$ cat src/sv/sfcp_pkg.sv
// Shared types and constants for the servo frame checksum parser.
// Used by the front parser, the job queue, the emitter and the top level.
package sfcp_pkg;

  // Header bytes
  localparam logic [7:0] HDR_SYNC_FIXED = 8'hFF;
  localparam logic [7:0] HDR_TAIL_FIXED = 8'hEE;
  localparam logic [7:0] HDR_SYNC_LONG  = 8'hFE;
  localparam logic [7:0] HDR_TAIL_LONG  = 8'hEF;

  // Channel count implied by the fixed header
  localparam int FIXED_COUNT = 8;

  // Count and index widths cover up to 64 channels; CH_W only up to 31
  localparam int CNT_W = 7;
  localparam int IDX_W = 6;
  localparam int PW_W  = 16;
  localparam int CH_W  = 5;

  // Width buffer write from the front parser
  typedef struct packed {
    logic             en;
    logic             bank;
    logic [IDX_W-1:0] idx;
    logic [PW_W-1:0]  data;
  } wr_t;

  // One checked frame waiting for emission
  typedef struct packed {
    logic             bank;
    logic [CNT_W-1:0] count;
  } job_t;

endpackage

$ cat src/sv/sfcp_front.sv
// Front parser: header, count, payload and Fletcher check for each chunk.
// Writes widths into one bank of the buffer and posts a job per good frame.
// Depends on sfcp_pkg.
module sfcp_front #(
  parameter int MAX_CHANNELS = 16
) (
  input  logic              clk,
  input  logic              rst_n,
  input  logic              fire,
  input  logic [7:0]        data_byte,
  input  logic              chunk_start,
  output logic              in_payload,
  output sfcp_pkg::wr_t     wr,
  output logic              job_push,
  output sfcp_pkg::job_t    job
);
  import sfcp_pkg::*;

  localparam logic FIXED_OK = (FIXED_COUNT <= MAX_CHANNELS);
  localparam logic [7:0] MAX_BYTE = 8'(MAX_CHANNELS);

  typedef enum logic [2:0] {
    PH_IDLE, PH_HDR2, PH_COUNT, PH_PAYLOAD, PH_CKA, PH_CKB
  } phase_t;

  phase_t           phase_r, phase_nxt;
  logic             long_r, long_nxt;
  logic [CNT_W-1:0] count_r, count_nxt;
  logic [IDX_W-1:0] idx_r, idx_nxt;
  logic             half_r, half_nxt;
  logic [7:0]       sum_a_r, sum_a_nxt;
  logic [7:0]       sum_b_r, sum_b_nxt;
  logic [7:0]       hi_r, hi_nxt;
  logic             bank_r, bank_nxt;
  logic [7:0]       sum_a_add;
  logic             last_byte;

  assign in_payload = (phase_r == PH_PAYLOAD);
  assign sum_a_add  = sum_a_r + data_byte;
  assign last_byte  = half_r && (({1'b0, idx_r} + 7'd1) == count_r);

  // Compute the next parser state for one transfer
  always_comb begin
    phase_nxt = phase_r;
    long_nxt  = long_r;
    count_nxt = count_r;
    idx_nxt   = idx_r;
    half_nxt  = half_r;
    sum_a_nxt = sum_a_r;
    sum_b_nxt = sum_b_r;
    hi_nxt    = hi_r;
    bank_nxt  = bank_r;
    wr        = '0;
    wr.bank   = bank_r;
    wr.idx    = idx_r;
    wr.data   = {hi_r, data_byte};
    job_push  = 1'b0;
    job.bank  = bank_r;
    job.count = count_r;
    if (fire) begin
      if (chunk_start) begin
        sum_a_nxt = '0;
        sum_b_nxt = '0;
        idx_nxt   = '0;
        half_nxt  = 1'b0;
        if (data_byte == HDR_SYNC_FIXED) begin
          long_nxt  = 1'b0;
          phase_nxt = PH_HDR2;
        end else if (data_byte == HDR_SYNC_LONG) begin
          long_nxt  = 1'b1;
          phase_nxt = PH_HDR2;
        end else begin
          phase_nxt = PH_IDLE;
        end
      end else begin
        case (phase_r)
          PH_HDR2: begin
            if (long_r) begin
              phase_nxt = (data_byte == HDR_TAIL_LONG) ? PH_COUNT : PH_IDLE;
            end else if (data_byte == HDR_TAIL_FIXED && FIXED_OK) begin
              count_nxt = CNT_W'(FIXED_COUNT);
              idx_nxt   = '0;
              half_nxt  = 1'b0;
              phase_nxt = PH_PAYLOAD;
            end else begin
              phase_nxt = PH_IDLE;
            end
          end
          PH_COUNT: begin
            if (data_byte == 8'd0 || data_byte > MAX_BYTE) begin
              phase_nxt = PH_IDLE;
            end else begin
              count_nxt = data_byte[CNT_W-1:0];
              idx_nxt   = '0;
              half_nxt  = 1'b0;
              phase_nxt = PH_PAYLOAD;
            end
          end
          PH_PAYLOAD: begin
            sum_a_nxt = sum_a_add;
            sum_b_nxt = sum_b_r + sum_a_add;
            if (!half_r) begin
              hi_nxt   = data_byte;
              half_nxt = 1'b1;
            end else begin
              wr.en    = 1'b1;
              half_nxt = 1'b0;
              idx_nxt  = idx_r + 6'd1;
              if (last_byte) phase_nxt = PH_CKA;
            end
          end
          PH_CKA: begin
            phase_nxt = (data_byte == sum_a_r) ? PH_CKB : PH_IDLE;
          end
          PH_CKB: begin
            phase_nxt = PH_IDLE;
            // Post the frame and move on to the other bank
            if (data_byte == sum_b_r) begin
              job_push = 1'b1;
              bank_nxt = ~bank_r;
            end
          end
          default: phase_nxt = PH_IDLE;
        endcase
      end
    end
  end

  // Hold parser state
  always_ff @(posedge clk) begin
    if (!rst_n) begin
      phase_r <= PH_IDLE;
      long_r  <= 1'b0;
      count_r <= '0;
      idx_r   <= '0;
      half_r  <= 1'b0;
      sum_a_r <= '0;
      sum_b_r <= '0;
      hi_r    <= '0;
      bank_r  <= 1'b0;
    end else begin
      phase_r <= phase_nxt;
      long_r  <= long_nxt;
      count_r <= count_nxt;
      idx_r   <= idx_nxt;
      half_r  <= half_nxt;
      sum_a_r <= sum_a_nxt;
      sum_b_r <= sum_b_nxt;
      hi_r    <= hi_nxt;
      bank_r  <= bank_nxt;
    end
  end

endmodule

$ cat src/sv/sfcp_jobq.sv
// Two-entry queue of checked frames between the parser and the emitter.
// Depends on sfcp_pkg.
module sfcp_jobq (
  input  logic            clk,
  input  logic            rst_n,
  input  logic            push,
  input  sfcp_pkg::job_t  push_job,
  input  logic            pop,
  output logic            head_valid,
  output logic            full,
  output sfcp_pkg::job_t  head
);
  import sfcp_pkg::*;

  job_t       ent_r [2];
  logic       wp_r, wp_nxt;
  logic       rp_r, rp_nxt;
  logic [1:0] cnt_r, cnt_nxt;

  assign head_valid = (cnt_r != 2'd0);
  assign full       = (cnt_r == 2'd2);
  assign head       = ent_r[rp_r];

  // Advance pointers and fill count
  always_comb begin
    wp_nxt  = push ? ~wp_r : wp_r;
    rp_nxt  = pop  ? ~rp_r : rp_r;
    cnt_nxt = cnt_r;
    if (push && !pop) cnt_nxt = cnt_r + 2'd1;
    else if (pop && !push) cnt_nxt = cnt_r - 2'd1;
  end

  always_ff @(posedge clk) begin
    if (!rst_n) begin
      wp_r  <= 1'b0;
      rp_r  <= 1'b0;
      cnt_r <= '0;
    end else begin
      wp_r  <= wp_nxt;
      rp_r  <= rp_nxt;
      cnt_r <= cnt_nxt;
    end
  end

  // Store entries
  always_ff @(posedge clk) begin
    if (push) ent_r[wp_r] <= push_job;
  end

endmodule

$ cat src/sv/sfcp_back.sv
// Emitter: two-bank width buffer, registered read and output register.
// Reads one channel per cycle for the head job unless the output stalls.
// Depends on sfcp_pkg.
module sfcp_back #(
  parameter int MAX_CHANNELS = 16
) (
  input  logic                       clk,
  input  logic                       rst_n,
  input  sfcp_pkg::wr_t              wr,
  input  logic                       job_valid,
  input  sfcp_pkg::job_t             job,
  output logic                       job_pop,
  output logic                       out_valid,
  input  logic                       out_stall,
  output logic [sfcp_pkg::CH_W-1:0]  out_channel_number,
  output logic [sfcp_pkg::PW_W-1:0]  out_pulse_width,
  output logic                       out_last_channel
);
  import sfcp_pkg::*;

  localparam int IW = (MAX_CHANNELS > 1) ? $clog2(MAX_CHANNELS) : 1;

  logic [PW_W-1:0]  mem_r [2][MAX_CHANNELS];
  logic [IDX_W-1:0] iss_r, iss_nxt;
  logic             rd_valid_r, rd_valid_nxt;
  logic [PW_W-1:0]  rd_data_r;
  logic [CH_W-1:0]  rd_chan_r;
  logic             rd_last_r;
  logic             out_valid_r, out_valid_nxt;
  logic [PW_W-1:0]  out_pw_r;
  logic [CH_W-1:0]  out_chan_r;
  logic             out_last_r;
  logic             move, issue, iss_last;
  logic [CNT_W-1:0] iss_plus;

  assign move     = rd_valid_r && (!out_valid_r || !out_stall);
  assign issue    = job_valid && (!rd_valid_r || move);
  assign iss_plus = {1'b0, iss_r} + 7'd1;
  assign iss_last = (iss_plus == job.count);
  assign job_pop  = issue && iss_last;

  assign out_valid          = out_valid_r;
  assign out_channel_number = out_chan_r;
  assign out_pulse_width    = out_pw_r;
  assign out_last_channel   = out_last_r;

  // Advance read index and stage flags
  always_comb begin
    iss_nxt = iss_r;
    if (issue) iss_nxt = iss_last ? '0 : iss_r + 6'd1;
    rd_valid_nxt  = issue || (rd_valid_r && !move);
    out_valid_nxt = move || (out_valid_r && out_stall);
  end

  always_ff @(posedge clk) begin
    if (!rst_n) begin
      iss_r       <= '0;
      rd_valid_r  <= 1'b0;
      out_valid_r <= 1'b0;
    end else begin
      iss_r       <= iss_nxt;
      rd_valid_r  <= rd_valid_nxt;
      out_valid_r <= out_valid_nxt;
    end
  end

  // Write widths from the parser; banks in use by a job are never written
  always_ff @(posedge clk) begin
    if (wr.en) mem_r[wr.bank][wr.idx[IW-1:0]] <= wr.data;
  end

  // Registered read; data holds until moved to the output
  always_ff @(posedge clk) begin
    if (issue) begin
      rd_data_r <= mem_r[job.bank][iss_r[IW-1:0]];
      rd_chan_r <= iss_plus[CH_W-1:0];
      rd_last_r <= iss_last;
    end
  end

  // Load the output register
  always_ff @(posedge clk) begin
    if (move) begin
      out_pw_r   <= rd_data_r;
      out_chan_r <= rd_chan_r;
      out_last_r <= rd_last_r;
    end
  end

endmodule

$ cat src/sv/servo_frame_checksum_parser.sv
// Servo frame parser with 8-bit Fletcher checksum over the payload.
// Usage:
//   Input channel (in_valid / in_stall): one received byte per transfer,
//   in_chunk_start high on the first byte of each read chunk. Each chunk is
//   parsed as one frame: FF EE (eight channels) or FE EF plus a count byte,
//   big-endian widths, then checksum bytes A and B.
//   Result channel (out_valid / out_stall): one transfer per channel of a
//   good frame, channel numbers from 1, last channel flagged.
// Timing:
//   Bytes are taken one per cycle unless in_stall is high. After the checksum
//   B byte of a frame, with no earlier frame being emitted, its results pass the
//   read and output registers, one result per cycle unless the receiver stalls.
//   The width buffer has two banks, and the job queue holds two frames; the
//   parser stalls its payload bytes while both banks wait for emission.
//   A stall on the result side holds the output and, behind it, the read
//   stage; the parser keeps going until it needs a busy bank.
// Reset: synchronous, active low; clears the parser, queue and output valid.
//   The width buffer is not cleared: every entry is written before it is read.
// Depends on sfcp_pkg, sfcp_front, sfcp_jobq, sfcp_back.
module servo_frame_checksum_parser #(
  parameter int MAX_CHANNELS = 16
) (
  input  logic                       clk,
  input  logic                       rst_n,
  input  logic                       in_valid,
  output logic                       in_stall,
  input  logic [7:0]                 in_data_byte,
  input  logic                       in_chunk_start,
  output logic                       out_valid,
  input  logic                       out_stall,
  output logic [sfcp_pkg::CH_W-1:0]  out_channel_number,
  output logic [sfcp_pkg::PW_W-1:0]  out_pulse_width,
  output logic                       out_last_channel
);
  import sfcp_pkg::*;

  logic in_fire, in_payload, job_push, job_pop, q_valid, q_full;
  wr_t  wr;
  job_t push_job, head_job;

  // Hold payload bytes while both buffer banks wait for emission
  assign in_stall = q_full && in_payload;
  assign in_fire  = in_valid && !in_stall;

  sfcp_front #(.MAX_CHANNELS(MAX_CHANNELS)) u_front (
    .clk         (clk),
    .rst_n       (rst_n),
    .fire        (in_fire),
    .data_byte   (in_data_byte),
    .chunk_start (in_chunk_start),
    .in_payload  (in_payload),
    .wr          (wr),
    .job_push    (job_push),
    .job         (push_job)
  );

  sfcp_jobq u_jobq (
    .clk        (clk),
    .rst_n      (rst_n),
    .push       (job_push),
    .push_job   (push_job),
    .pop        (job_pop),
    .head_valid (q_valid),
    .full       (q_full),
    .head       (head_job)
  );

  sfcp_back #(.MAX_CHANNELS(MAX_CHANNELS)) u_back (
    .clk                (clk),
    .rst_n              (rst_n),
    .wr                 (wr),
    .job_valid          (q_valid),
    .job                (head_job),
    .job_pop            (job_pop),
    .out_valid          (out_valid),
    .out_stall          (out_stall),
    .out_channel_number (out_channel_number),
    .out_pulse_width    (out_pulse_width),
    .out_last_channel   (out_last_channel)
  );

endmodule
$ cat config.mk
export PLATFORM = sky130hd
export DESIGN_NAME = servo_frame_checksum_parser
export DESIGN_NICKNAME = d
export VERILOG_FILES = /design/src/sv/sfcp_pkg.sv /design/src/sv/sfcp_front.sv /design/src/sv/sfcp_jobq.sv /design/src/sv/sfcp_back.sv /design/src/sv/servo_frame_checksum_parser.sv
export SDC_FILE = /design/constraint.sdc
export NUM_CORES = 1
export LEC_CHECK = 0
export BUFFER_PORTS_ARGS = -buffer_cell sky130_fd_sc_hd__buf_2
export CORE_ASPECT_RATIO = 1.25
export CORE_UTILIZATION = 27
export CTS_BUF_LIST = sky130_fd_sc_hd__clkbuf_8 sky130_fd_sc_hd__clkbuf_16
export CTS_CLUSTER_SIZE = 25
export DETAILED_ROUTE_END_ITERATION = 7
export MAX_ROUTING_LAYER = met4
export PLACE_DENSITY_LB_ADDON = 0.08
export SKIP_CTS_REPAIR_TIMING = 1
export SLEW_MARGIN = 20
export SYNTH_ARGS = -nofsm -noshare
export SYNTH_HDL_FRONTEND = slang
export SYNTH_HIERARCHICAL = 1
export SYNTH_SLANG_ARGS = --single-unit
$ cat constraint.sdc
create_clock -name clk -period 4.75 [get_ports clk]
set_input_delay 0.475 -clock clk [delete_from_list [all_inputs] [get_ports clk]]
set_output_delay 0.475 -clock clk [all_outputs]
set_load 0.01 [all_outputs]
==> impl.org, run 1 <==
** Outcome
- Run status :: finished clean

** STA
- At the pin with the least slew margin, the transition time is 1.01 ns.
- Setup violations remaining at the end of the flow were counted as 0.
- Final worst path period share :: 70.9%
- Pins over their slew limit :: 0
- Post-Route Skew :: 0.0231 ns
- Derived from the worst setup path, the maximum achievable clock frequency is 297 MHz.
- Max-slew headroom :: 32.7%
- Final Hold Fails :: 0
- Setup TNS :: 0 ns
- Setup repair after global routing left no endpoint under its margin.
- Final critical path time including I/O delays and setup :: 3.37 ns

** Logic synthesis
- Of the synthesized area, sequential elements account for 73.0%.
- Synthesis inferred 628 register bits.
- Post-synth top flop :: sky130_fd_sc_hd__edfxtp_1
- Total standard cell area after synthesis :: 25100 sq um
- Area share of the largest cell type after synthesis :: 68.5%
- The largest total area in the synthesized netlist belongs to sky130_fd_sc_hd__edfxtp_1.
- A synthesized cell averages 19.7 sq um.
- Ranking of synthesized cells by area :: sky130_fd_sc_hd__edfxtp_1 69%, sky130_fd_sc_hd__mux4_2 14%, sky130_fd_sc_hd__dfxtp_1 4.5%, sky130_fd_sc_hd__nor2_1 1.2%, sky130_fd_sc_hd__mux2_2 1.1%
- Total of warnings raised by yosys :: 6
- Cell variety after synth :: 66
- The synthesized design contains 572 enable-type register cells.
- Async set-or-reset flop fraction in the synthesized netlist :: 0%
- Number of instances in the synthesized netlist :: 1270
- When the netlist entered floorplanning its net count stood at 1302.

** Critical path
- Data on the critical path arrives at its endpoint at 3.68 ns.
- Stage delay of the slowest cell on the critical path :: 0.48 ns
- Kind of end point of the critical path :: flip-flop
- Buffering stage count on the worst path with inverters included :: 4
- STA puts the critical path data required time at 5.06 ns.
- Grouping stages by cell kind, the critical path spends the most delay in simple AND/OR/NAND/NOR gates.
- In this run the worst path has a maximum fanout of 9.
- Walking the worst path, the cells encountered are nand3b_1, inv_1, a21boi_1, buf_4, nand2b_1, nor2_1, nand2_1, inv_1, nand3b_1, nor2_2, buf_4.
- STA classifies the critical path startpoint as a flip-flop.
- Cell type of the slowest stage on the worst timing path :: sky130_fd_sc_hd__dfxtp_1
- The worst setup path is of the flip-flop to flip-flop kind.

** Floorplan
- Height of the die :: 343 microns
- The floorplan step set the die width to 274 microns.
- Pin placement for this block handled 37 I/O pins.
- The floorplan step defined a core boundary enclosing 91700 sq um.
- Area enclosed by the die boundary :: 94000 sq um
- Core Rows :: 124
- Initial Util :: 27.3%

** Clocking
- TritonCTS clock tree :: built
- Clk Latency, worst-skew pair :: 0.63 ns
- TritonCTS sink count :: 628
- Total CTS buffers :: 72
- Clock-pin slew was measured on the worst setup and hold paths at 0.06 ns.
- CTS max path bufs :: 3
- The H-tree generated during clock tree synthesis spans 3 levels.
- The tree is rooted in a sky130_fd_sc_hd__clkbuf_16.

** Global routing
- Via count of the first global-routing pass :: 13100
- Global routing finished with a remaining overflow of 0.
- The first global-routing pass estimated 98.4 mm of wire.
- Entering global routing, the biggest net connects 58 pins.
- The initial antenna violation count was 0.
- Total routing resource utilization after global routing :: 15.4%

** Pwr
- Combinational share of power :: 1.0%
- Net Sw Power :: 0.00238 W
- The internal power of the cells totals 0.00897 W.
- For this design the static power due to leakage is 8.82 nW.
- Power spread over the standard cell area amounts to 388 nW/um^2.
- Net switching is 21.0% of the power.
- Peak VDD IR :: 218 uV
- The clock network burns 46.3% of the power.
- The share of total power dissipated in sequential elements is 52.6%.

** Finish
- Leaving out fill and tap cells, the most frequent cell in the layout is sky130_fd_sc_hd__edfxtp_1.
- The library cells used most frequently in the layout, excluding fill and tap cells, are 572 x sky130_fd_sc_hd__edfxtp_1, 160 x sky130_fd_sc_hd__mux4_2, 73 x sky130_fd_sc_hd__clkbuf_16.
- Final standard cell count with taps included and fillers excluded :: 2630
- The sequential cells in the finished layout cover a total of 18300 sq um.
- Fraction of final layout cells with drive strength greater than 1 :: 29.8%
- Signed area change from the synthesized netlist to the final layout :: 16.8%
- Count of fill cells added during filler insertion :: 8806
- Area taken by multi-input logic gates :: 6480 sq um
- Final nets :: 1407

** Drt
- The detailed router finished its first iteration with 805 violations.
- Wires add up to 68.7 mm.
- Wire per inst :: 26.1 microns
- Number of routed nets with antenna violations :: 0
- Summing over every cut layer, the via total after detailed routing is 12200.
- Count of TritonRoute iterations in the first routing pass :: 5
- For this run, design rule violations remaining after detail routing come to 0.
- Dividing the detail-routed via count by the number of cells gives 4.65.

** Place
- Cells after DPL :: 2497
- Port buffering added 36 buffers.
- After legalization and detailed placement, the total HPWL measured 40.1 mm.
- Final RePlAce weighted congestion :: 0.751

** Min path
- In this run the worst hold path is classified as primary input to flip-flop.

** Flow run
- Maximum Capacitance Violations :: 0
layer usage:
| layer | vias to the layer above | share of wire, % | global-route usage, % |
|---|---|---|---|
| met5 | - | 0 | - |
| met1 | 6590 | 43 | 18.9 |
| met2 | 163 | 52 | 26.2 |
| met3 | 88 | 2.6 | 2.05 |
| met4 | 0 | 2.0 | 4.65 |
| li1 | 5388 | - | - |
kinds of logic (layout without fill, tap and decap cells):
group / Yosys count / after routing / share of synthesized area, %
adder cells (fa/ha/maj): 19 / 19 / 1.01
AND/OR/NAND/NOR: 213 / 213 / 4.41
multiplexers: 200 / 200 / 16.1
AO/OA/AOI/OAI: 86 / 86 / 2.46
buffers and inverters: 85 / 247 / 1.58
other: 0 / 1 / 0
XOR/XNOR: 39 / 39 / 1.42
flip-flops: 628 / 628 / 73.0
tightest hold or removal path, delay by kind of cell:
family	cells	cell delay, ns
buffers and inverters	1	0.12
AOI/OAI and AO/OA	1	0.06
and+or+nand+nor	1	0.09
state kept, by name, summed over array words and instances (netlist names), 2 cells and up, named ones only:
register,cells
u_back/out_pulse_width,16
u_front/idx_r,6
u_front/sum_a_r,8
u_back/rd_chan_r,5
u_jobq/ent_r,16
u_jobq/cnt_r,2
u_front/hi_r,8
u_back/out_channel_number,5
u_front/sum_b_r,8
u_back/rd_data_r,16
u_front/count_r,7
u_back/mem_r,512
u_front/phase_r,3
u_back/iss_r,6
cell usage after synthesis (3+ instances only):
library cell and count:
sky130_fd_sc_hd__ha_1 17, sky130_fd_sc_hd__inv_1 16, sky130_fd_sc_hd__clkbuf_1 24, sky130_fd_sc_hd__nor3b_1 8, sky130_fd_sc_hd__buf_4 10, sky130_fd_sc_hd__a21boi_0 3, sky130_fd_sc_hd__a22oi_1 9, sky130_fd_sc_hd__o21a_1 3
sky130_fd_sc_hd__o21ai_0 15, sky130_fd_sc_hd__nand2_1 19, sky130_fd_sc_hd__mux2_2 25, sky130_fd_sc_hd__nand3b_1 8, sky130_fd_sc_hd__nor4_1 7, sky130_fd_sc_hd__a21o_1 3, sky130_fd_sc_hd__buf_1 7, sky130_fd_sc_hd__xnor2_1 24
sky130_fd_sc_hd__nor2b_1 8, sky130_fd_sc_hd__a21oi_1 17, sky130_fd_sc_hd__mux2i_1 15, sky130_fd_sc_hd__buf_2 26, sky130_fd_sc_hd__nor2_1 79, sky130_fd_sc_hd__and3_1 5, sky130_fd_sc_hd__a211oi_1 3, sky130_fd_sc_hd__or3_1 4
sky130_fd_sc_hd__xor2_1 14, sky130_fd_sc_hd__dfxtp_1 56, sky130_fd_sc_hd__edfxtp_1 572, sky130_fd_sc_hd__nand2b_1 9, sky130_fd_sc_hd__nand4_1 5, sky130_fd_sc_hd__a31oi_1 6, sky130_fd_sc_hd__and2_1 11, sky130_fd_sc_hd__nand3_1 23
sky130_fd_sc_hd__nor3_1 12, sky130_fd_sc_hd__mux4_2 160
stage by stage:
step | setup WS (ns) | area (sq um) | utilization (%) | power, W | hold slack, ns
after floorplan | 1.36 | 25100 | - | 0.00616 | 0.400
after global placement | 1.25 | 27000 | 29.5 | 0.00621 | 0.406
after detailed placement | 1.23 | 27000 | 29.5 | 0.00621 | 0.406
after CTS | 1.29 | 29200 | 31.9 | 0.0115 | 0.135
after global routing | 1.18 | 29300 | 31.9 | 0.0117 | 0.183
final | 1.38 | 29300 | 31.9 | 0.0114 | 0.178
worst paths after layout:
kind                       from                       to  slack (ns)  cells past startpoint
max reg2reg  u_front/phase_r[2]      u_back/mem_r[1][25]        1.38                     11
min reg2reg    u_back/rd_last_r  u_back/out_last_channel        0.42                      0
max          u_front/phase_r[2]      u_back/mem_r[1][25]        1.38                     11
min                   out_stall         u_back/out_valid        0.18                      3
area by class of cell:
class	count	area share (%)
clock buffers	73	6.24
inverters	17	0.218
clock inverters	58	1.31
well taps	1197	5.12
repair buffers	99	2.39
diodes	1	0.00855
flip-flops and latches	628	62.6
multi-input cells	557	22.1
power groups by stage:
stage | Sequential [W] | Clock [W] | Combinational [W]
finish | 0.00598 | 0.00526 | 0.000116
global route | 0.00597 | 0.00563 | 0.000129
CTS | 0.00598 | 0.00545 | 0.000121
detailed placement | 0.00609 | 0 | 0.000120
global placement | 0.00609 | 0 | 0.000120
floorplan | 0.00609 | 0 | 0.0000679
Power figures use the tool's default switching activity.
==> inputs of run 2 (changes only) <==
clock period = 2.9 ns   (was 4.75 ns; I/O delays follow)
==> run 2 against run 1 <==
  * The flow now finishes with violations (design-rule violations)
  * Routed wire length fell by 1.1%
  * Worst hold slack improved by 0.0049 ns
  * Global-route usage fell by 0.064 points
  * Largest cell class unchanged
  * Highest routed layer unchanged
==> impl.org, run 2 (synthesis results as in run 1) <==
** Critical path
- The highest fanout seen on the critical path came to 3 (was 9).
- Arrival time reported for the critical path endpoint :: 3.27 ns (was 3.68 ns)
- CP Launch Type :: flip-flop (unchanged)
- WS Path Type :: flip-flop to flip-flop (unchanged)
- Kind of end point of the critical path :: flip-flop (unchanged)
- Worst path required time :: 3.41 ns (was 5.06 ns)
- Length in cells of the worst reg-to-reg path :: 10 (was 11)

** Floorplan
- Height of the die :: 343 microns (unchanged)
- The initial cell density of the core came to 27.3% (unchanged).
- Total I/O pin count :: 37 (unchanged)
- The area of the core came to 91700 sq um (unchanged).
- The chip width came to 274 microns (unchanged).
- Area enclosed by the die boundary :: 94000 sq um (unchanged)
- The floorplan row count came to 124 (unchanged).

** Place
- The cell total after placement came to 2542 (was 2497).
- The post-place instance area was 27700 sq um (was 27000 sq um).
- The count of buffers from port buffering came to 36 (unchanged).
- The routability congestion estimate from global placement is 0.738 (was 0.751).
- The pre-CTS worst setup slack is -0.0177 ns (was 1.23 ns).
- Post-DP HPWL :: 41.7 mm (was 40.1 mm)

** Global routing
- The number of global-route vias before repair came to 13200 (was 13100).
- Pin count of the biggest net entering global routing :: 53 (was 58)
- The wire length of the first global-routing pass was 98.5 mm (was 98.4 mm).
- The sum of overflow across all layers after global routing was 0 (unchanged).
- Total routing resource utilization after global routing :: 15.3% (was 15.4%)
- The initial antenna violation count came to 4 (was 0).

** Outcome
- The checks that failed: design-rule violations.
- Run status: finished, violations left (was finished clean).

** Drt
- The count of antenna-violating nets left after detailed routing is 0 (unchanged).
- The detail-routed via count per cell is 4.63 (was 4.65).
- The first-pass iteration count of the detailed router came to 7 (was 5).
- The total wirelength of the detailed-routed design came to 68.0 mm (was 68.7 mm).
- Via Count :: 12400 (was 12200)
- The number of design-rule violations left by the first detailed-router iteration was 759 (was 805).
- The detailed-route DRC error count is 4 (was 0).
- The average routed wire per standard cell came to 25.5 microns (was 26.1 microns).

** Min path
- Path type of the worst min-delay path :: primary input to flip-flop (unchanged)
- Count of cells along the worst hold path :: 3 (unchanged)

** Finish
- The area added between synthesis and finish was 20.0% (was 16.8%).
- Number of flip-flops in the largest register :: 512 (unchanged)
- The net count of the finished layout came to 1451 (was 1407).
- The fraction of final layout cells with drive strength greater than 1 is 33.8% (was 29.8%).
- Number of antenna cells inserted :: 0 (was 1)
- The non-filler instance count after layout is 2672 (was 2630).
- Final design area excluding fillers :: 30100 sq um (was 29300 sq um)
- Leading cell type in the layout, fill and taps excluded :: sky130_fd_sc_hd__edfxtp_1 (unchanged)
- The final-layout fill cell count is 8702 (was 8806).
- Commonest non-fill, non-tap cells in the layout :: 572 x sky130_fd_sc_hd__edfxtp_1, 160 x sky130_fd_sc_hd__mux4_2, 75 x sky130_fd_sc_hd__buf_4 (was 572 x sky130_fd_sc_hd__edfxtp_1, 160 x sky130_fd_sc_hd__mux4_2, 73 x sky130_fd_sc_hd__clkbuf_16)

** STA
- The actual slew at the worst max-slew pin was 0.931 ns (was 1.01 ns).
- Final Hold Fails :: 0 (unchanged)
- The worst hold slack across all endpoints was 0.183 ns (was 0.178 ns).
- The max-slew headroom at the worst pin came to 37.4% (was 32.7%).
- The post-route fraction of the period consumed by the critical path is 95.2% (was 70.9%).
- Final critical path time including I/O delays and setup :: 2.76 ns (was 3.37 ns)
- The final worst setup slack is 0.139 ns (was 1.38 ns).
- The highest attainable clock frequency came to 362 MHz (was 297 MHz).
- Total setup violations reported at the end of the flow :: 0 (unchanged)
- Pins over their slew limit :: 0 (unchanged)
- Unrepaired setup endpoints after global routing: yes (was no).
- Post-Route Skew :: 0.0207 ns (was 0.0231 ns)

** Clocking
- Clock transition time at the flip-flop clock pins of the worst setup and hold paths :: 0.06 ns (about the same)
- CTS HTree Levels :: 3 (unchanged)
- The clock root buffer master is sky130_fd_sc_hd__clkbuf_16 (unchanged).
- Clk Latency, worst-skew pair :: 0.62 ns (was 0.63 ns)
- The CTS buffer count is 70 (was 72).
- The TritonCTS clock tree is built (unchanged).
- The number of buffers between clock root and the deepest sink is 3 (unchanged).
- TritonCTS sink count :: 628 (unchanged)

** Pwr
- The power density of the placed cells came to 621 nW/um^2 (was 388 nW/um^2).
- Peak VDD IR :: 375 uV (was 218 uV)
- Power, Total :: 0.0187 W (was 0.0114 W)
- Static leakage :: 9.14 nW (was 8.82 nW)

** Flow run
- The number of violations of the max-capacitance limit came to 0 (unchanged).
[run 2: final timing paths]
check                                           from  slack [ns]                         end
worst min register to register  u_back/rd_data_r[11]        0.42  u_back/out_pulse_width[11]
worst max register to register    u_front/sum_a_r[0]        0.14          u_front/sum_b_r[6]
worst max-delay path              u_front/sum_a_r[0]        0.14          u_front/sum_b_r[6]
worst min-delay path                           rst_n        0.18                 u_jobq/wp_r
[run 2: per-stage QoR]
step	TNS (ns)	utilization, %
2_1_floorplan	-23.03	-
3_3_place_gp	0	30.3
3_5_place_dp	-0.0292	30.3
4_1_cts	0	32.7
5_1_grt	-0.0882	32.8
6_report	0	32.8
[run 2: power breakdown]
| part | internal, W | switching [W] |
|---|---|---|
| clock network | 0.00501 | 0.00366 |
| logic | 0.0000554 | 0.000148 |
| registers | 0.00978 | 0.00000204 |
| total | 0.0148 | 0.00381 |
[run 2: layout make-up]
class | instances | area, sq um | share of cell area (%)
Clock buffer | 74 | 1830 | 6.08
Clock inverter | 54 | 389 | 1.29
Inverter | 17 | 67.6 | 0.225
Multi-Input combinational cell | 557 | 6560 | 21.8
Sequential cell | 628 | 18300 | 60.9
Tap cell | 1197 | 1500 | 4.98
Timing Repair Buffer | 145 | 1410 | 4.67
[run 2: routing by layer]
layer  vias up  global-route usage [%]  part of all wire (%)
met5         -                       -                     0
met4         0                    4.27                   1.9
met3        83                    2.20                   3.0
met2       172                    25.3                    51
met1      6634                    19.6                    44
li1       5471                       -                     -
[run 2: worst max-delay path, stage by stage (launching register included)]
cell and delay, ns:
sky130_fd_sc_hd__dfxtp_1 0.31, sky130_fd_sc_hd__ha_1 0.20, sky130_fd_sc_hd__fa_1 0.42, sky130_fd_sc_hd__a21o_1 0.19, sky130_fd_sc_hd__a21oi_2 0.18, sky130_fd_sc_hd__xnor2_1 0.18
sky130_fd_sc_hd__ha_1 0.29, sky130_fd_sc_hd__a21boi_0 0.16, sky130_fd_sc_hd__o21a_1 0.20, sky130_fd_sc_hd__or3_1 0.30, sky130_fd_sc_hd__a31o_2 0.23
